**config.mk**
```make
export PLATFORM = sky130hd
export DESIGN_NAME = wqa_dist
export DESIGN_NICKNAME = d
export VERILOG_FILES = /design/src/hw/rtl/wqa_pkg.sv /design/src/hw/rtl/wqa_dist.sv
export SDC_FILE = /design/constraint.sdc
export NUM_CORES = 2
export LEC_CHECK = 0
export ABC_AREA = 1
export ABC_CLOCK_PERIOD_IN_PS = 25300
export BUFFER_PORTS_ARGS = -buffer_cell sky130_fd_sc_hd__buf_2
export CORE_ASPECT_RATIO = 1.75
export CORE_MARGIN = 2
export CORE_UTILIZATION = 53
export CTS_BUF_LIST = sky130_fd_sc_hd__clkbuf_16
export DETAILED_ROUTE_END_ITERATION = 6
export GPL_TIMING_DRIVEN = 0
export HOLD_SLACK_MARGIN = 0.06
export PLACE_DENSITY = 0.72
export SKIP_CTS_REPAIR_TIMING = 1
export SYNTH_ARGS = -nofsm -noshare
export SYNTH_HDL_FRONTEND = slang
export SYNTH_SLANG_ARGS = --single-unit
```
**constraint.sdc**
```tcl
create_clock -name clock -period 25.3 [get_ports clock]
set_input_delay 5.06 -clock clock [delete_from_list [all_inputs] [get_ports clock]]
set_output_delay 5.06 -clock clock [all_outputs]
set_load 0.01 [all_outputs]
```
**src/hw/rtl/wqa_pkg.sv**
```systemverilog
// Shared types, codes and widths of the waypoint queue advancer.
package wqa_pkg;

   localparam int COORD_W = 24;
   localparam int THR_W   = 23;
   localparam int DIFF_W  = COORD_W + 1;
   localparam int SQ_W    = 2 * COORD_W + 1;
   localparam int DIST_W  = SQ_W + 1;
   localparam int T2_W    = 2 * THR_W;

   localparam logic [THR_W-1:0] THR_RESET = THR_W'(256);

   localparam logic [1:0] CMD_CLEAR = 2'd0;
   localparam logic [1:0] CMD_PUSH  = 2'd1;
   localparam logic [1:0] CMD_QUERY = 2'd2;

   localparam logic [1:0] ST_OK    = 2'd0;
   localparam logic [1:0] ST_NONE  = 2'd1;
   localparam logic [1:0] ST_EMPTY = 2'd2;
   localparam logic [1:0] ST_FULL  = 2'd3;

   typedef struct packed {
      logic [1:0]                command;
      logic signed [COORD_W-1:0] coord_x;
      logic signed [COORD_W-1:0] coord_y;
   } req_type;

   typedef struct packed {
      logic [1:0]                status;
      logic signed [COORD_W-1:0] goal_x;
      logic signed [COORD_W-1:0] goal_y;
   } rsp_type;

   typedef struct packed {
      logic signed [COORD_W-1:0] x;
      logic signed [COORD_W-1:0] y;
   } point_type;

   typedef enum logic [2:0] {
      S_IDLE,
      S_FETCH,
      S_SQUARE,
      S_DECIDE,
      S_HOLD
   } state_type;

endpackage

```
**src/hw/rtl/wqa_dist.sv**
```systemverilog
// Two-stage squared-distance check of a stored point against the position.
module wqa_dist
   import wqa_pkg::*;
(
   input  logic             clock,
   input  point_type        point,
   input  point_type        pos,
   input  logic [T2_W-1:0]  t2,
   output logic             far
);

   logic signed [DIFF_W-1:0]   dx;
   logic signed [DIFF_W-1:0]   dy;
   logic signed [2*DIFF_W-1:0] prod_x;
   logic signed [2*DIFF_W-1:0] prod_y;
   logic [SQ_W-1:0]            sqx_ff;
   logic [SQ_W-1:0]            sqy_ff;
   logic [DIST_W-1:0]          sum;

   assign dx     = DIFF_W'(pos.x) - DIFF_W'(point.x);
   assign dy     = DIFF_W'(pos.y) - DIFF_W'(point.y);
   assign prod_x = dx * dx;
   assign prod_y = dy * dy;

   // squares are never negative and stay below 2**48
   always_ff @(posedge clock) begin
      sqx_ff <= prod_x[SQ_W-1:0];
      sqy_ff <= prod_y[SQ_W-1:0];
   end

   assign sum = DIST_W'(sqx_ff) + DIST_W'(sqy_ff);
   assign far = sum >= DIST_W'(t2);

endmodule

```
Word level (Yosys, flattened, before mapping). Cells that the tools add are included.

Logic and storage cells: 8. Register bits after elaboration: 98. Input port bits: 143.

$add $sub $neg: 3. Multiply operators: 2. Order comparisons: 1.

Operators by type and width (number): $mul A25 B25 Y49 (2); $add A49 B49 Y50 (1); $ge A50 B46 Y1 (1); $sub A24 B24 Y25 (2).

Longest topological paths before layout.
Depth after elaboration: 2. Mapped depth: 43.

Least setup slack after synthesis. OpenSTA, ideal clock, no wires.

Path kind: input to register. From: in pos[0] (netlist name). To: reg sqy_ff[41]. Path slack: 12793 ps. Arrival: 12436 ps. Cell stages on the path: 28. Setup time: 72 ps. Buffers on the path: 0. Path through: inv_1 ha_1 inv_1 fa_1 nand3_1 nand2_1 xor2_1 clkinv_1 nor2_1 fa_1 fa_1 inv_1 fa_1 inv_1 fa_1 fa_1 fa_1 inv_1 fa_1 inv_1 ha_1 nand2_1 nor2_1 inv_1 nor4_1 nand3_1 nand3_1 xor2_1.

Cells in the longest elaborated chain, start to end: 2.

Ends and longest elaborated chain: from (decl) (line wqa_dist.sv:7) `input point_type pos,`; $sub A24 B24 Y25 (line wqa_dist.sv:21) `assign dy = DIFF_W'(pos.y) - DIFF_W'(point.y);`; $mul A25 B25 Y49 (line wqa_dist.sv:23) `assign prod_y = dy * dy;`; named net prod_y[41] (line wqa_dist.sv:15) `logic signed [2*DIFF_W-1:0] prod_y;`; to (signal assigned) (line wqa_dist.sv:28) `sqy_ff <= prod_y[SQ_W-1:0];`; to (decl) (line wqa_dist.sv:17) `logic [SQ_W-1:0] sqy_ff;`.

The timed path passes the listed nets, and every way through them passes these cells.

Final worst setup path.
From: in point[2] (netlist name). To: reg sqy_ff[47].

Cells in the longest elaborated chain, start to end: 2.

Ends and longest elaborated chain: from (decl) (line wqa_dist.sv:6) `input point_type point,`; $sub A24 B24 Y25 (line wqa_dist.sv:21); $mul A25 B25 Y49 (line wqa_dist.sv:23); named net prod_y[47] (line wqa_dist.sv:15).

The timed path passes the listed nets, and every way through them passes these cells.

==> results.yml <==
drt:
  viasPerCell: 5.413
  vias: 40720
  route.antenna.remaining_nets: 0
  drtPass1Iterations: 6
  drc: 0
  routed_wl_um: 176100
  wire_per_inst_um: 23.41
  drt_iter0_markers: 2109
timing:
  hold_viol: 0
  final-setup-viol-count: 0
  final.setup.tns_ns: 0
  rsz0062_at_grt: "false"
  fin_crit_sh: 0.6024
  tightestPinTransition_ns: 1.550
  maxSlewHeadroom: -0.03687
  setup_slack_ns: 10.06
  drv_slew: 8
  fmax_mhz: 65.62
  min_period_ns: 15.24
yosys:
  yosys.area_share.simple: 0.1548
  synth_cell_types: 46
  synth_top_family_by_area: "adder cells"
  ys_seq_elements: 96
  synth_area_per_cell_um2: 8.171
  netlist_instances: 6155
  syn_nets: 7923
  synth_mux_area_frac: 0
  ys.warnings.count: 0
  ys_seq_area_frac: 0.03821
  synthAdderAreaFrac: 0.5834
  syn_area_um2: 50290
  synth-xor-area-share: 0.03287
  synth_compound_gate_area_share: 0.05389
floorplan:
  design.core.area_um2: 94150
  pin_count: 144
  dieArea_um2: 97460
  row_count: 149
  die_h_um: 411.5
  initial_core_util: 0.5342
  chipWidth_um: 236.9
layout:
  final_nets: 8078
  layout_commonest_cell: "inv_1"
  multi_input_area_um2: 41490
  final_cells: 7523
  final_cell_mix: "1707 x inv_1, 1200 x fa_1, 954 x nand2_1"
  antenna_cells: 0
  syn_to_final_growth_pct: 5.053
  nFillCells: 9020
  register_area_um2: 1922
  drive_gt1_frac: 0.03975
placed_design:
  numPortBuffers: 143
  post-place-ws_ns: 9.945
  dpl.hpwl_um: 154400
  placed_cells: 7507
  place.gp.congestion: 1.044
critical_path:
  critPathArrivalTime_ns: 15.56
  cp-start-kind: "input port"
  worstSetupEndpointType: "register"
  path_common_cell: "fa_1"
  cpMaxStageDelayCell: "fa_1"
  cp_slowest_stage_delay_ns: 0.86
  cp_max_fo: 10
  critPathKind: "in -> reg"
  cp.required_ns: 25.62
  crit_family: "adder cells"
  critical_path_buf_inv_count: 8
min_path:
  min_path_type: "in -> reg"
  min_from: "point[24]"
  hold-path-cell-count: 4
  min_to: "sqx_ff[3]$_DFF_P_"
run_status:
  outcome: "complete, but fails checks"
  violations: "capacitance limit, slew limit"
cts:
  clockRootBuffer: "clkbuf_16"
  cts_sinks: 96
  cts_max_level: 3
  numCtsBuffers: 9
  cts_buffer_depth: 2
  path_clk_slew_ns: 0.09
  cts_tree: "yes"
grt:
  grt_max_degree: 21
  grt.overflow.total: 0
  grt_pass1_wl_um: 268400
  antenna_found_initial: 3
  grt_use_total: 0.3781
  grt_pass1_vias: 46363
flow_run:
  maxCapViolCount: 1
[sequential cells by signal, indices dropped and copies added, names as in the netlist]
signal / cells
sqy_ff: 48
sqx_ff: 48
[logic make-up after synthesis]
kind of cell / count (synthesis)
XOR/XNOR: 175
flip-flops: 96
AO/OA/AOI/OAI: 483
adder cells (fa/ha/maj): 1625
AND/OR/NAND/NOR: 1958
buffers and inverters: 1818
[tightest hold or removal path, stage by stage]
cell,delay (ns)
buf_2,0.08
ha_1,0.34
nor2_1,0.22
ha_1,0.20
[metrics by stage]
step / utilization / instance area (um2) / hold slack (ns)
6_report: 0.5612 / 52830 / 5.559
5_1_grt: 0.5612 / 52830 / 5.534
4_1_cts: 0.5612 / 52830 / 5.521
3_5_place_dp: 0.5579 / 52530 / 5.908
3_3_place_gp: 0.5578 / 52520 / 5.908
2_1_floorplan: - / 50290 / 5.420
[synth_stat cells, drive strengths merged]
cell type / n / area share
nand2: 959 / 0.072
nor2: 748 / 0.056
fa: 1200 / 0.48
nor3: 31 / 0.0031
and2: 5 / 0.00062
nand3: 153 / 0.015
nand3b: 3 / 0.00045
o221ai: 1 / 0.00017
nand4: 31 / 0.0039
xor2: 122 / 0.023
or2: 7 / 0.00087
a21oi: 233 / 0.023
nor4: 14 / 0.0020
o21ai: 137 / 0.014
o21a: 3 / 0.00045
clkinv: 6 / 0.00045
ha: 425 / 0.11
nor3b: 3 / 0.00045
o211ai: 9 / 0.0013
clkbuf: 43 / 0.0032
a211oi: 2 / 0.00030
and3: 4 / 0.00050
a21boi: 13 / 0.0020
inv: 1723 / 0.13
xnor2: 53 / 0.0099
dfxtp: 96 / 0.038
buf: 46 / 0.0046
a31oi: 14 / 0.0017
a21o: 34 / 0.0051
o21bai: 37 / 0.0055
[layer usage]
layer | vias up | GRT usage | wire (um)
li1 | 18303 | - | -
met1 | 20038 | 0.3338 | 51110
met2 | 1503 | 0.7089 | 93450
met3 | 872 | 0.04958 | 8024
met4 | 4 | 0.3925 | 23510
met5 | - | 0 | 22
[area by class of cell]
cell class / count / share of cell area
timing repair buffer: 144 / 0.01369
tap: 1208 / 0.02861
clock inverter: 7 / 0.001539
inverter: 1729 / 0.1228
buffer: 89 / 0.007389
sequential: 96 / 0.03638
multi-input combinational: 4241 / 0.7853
clock buffer: 9 / 0.004263
[worst max-delay path by stage]
| stage | from | to | cells past startpoint |
|---|---|---|---|
| floorplan | pos[0] | sqy_ff[41]$_DFF_P_ | 28 |
| global placement | pos[0] | sqy_ff[47]$_DFF_P_ | 27 |
| detailed placement | point[2] | sqy_ff[47]$_DFF_P_ | 27 |
| CTS | point[2] | sqy_ff[47]$_DFF_P_ | 27 |
| global route | point[2] | sqy_ff[47]$_DFF_P_ | 27 |
| finish | point[2] | sqy_ff[47]$_DFF_P_ | 27 |
Power is left out: the tool's default activity adds up to more than one toggle a clock period on the data nets, which glitch-free logic cannot reach.
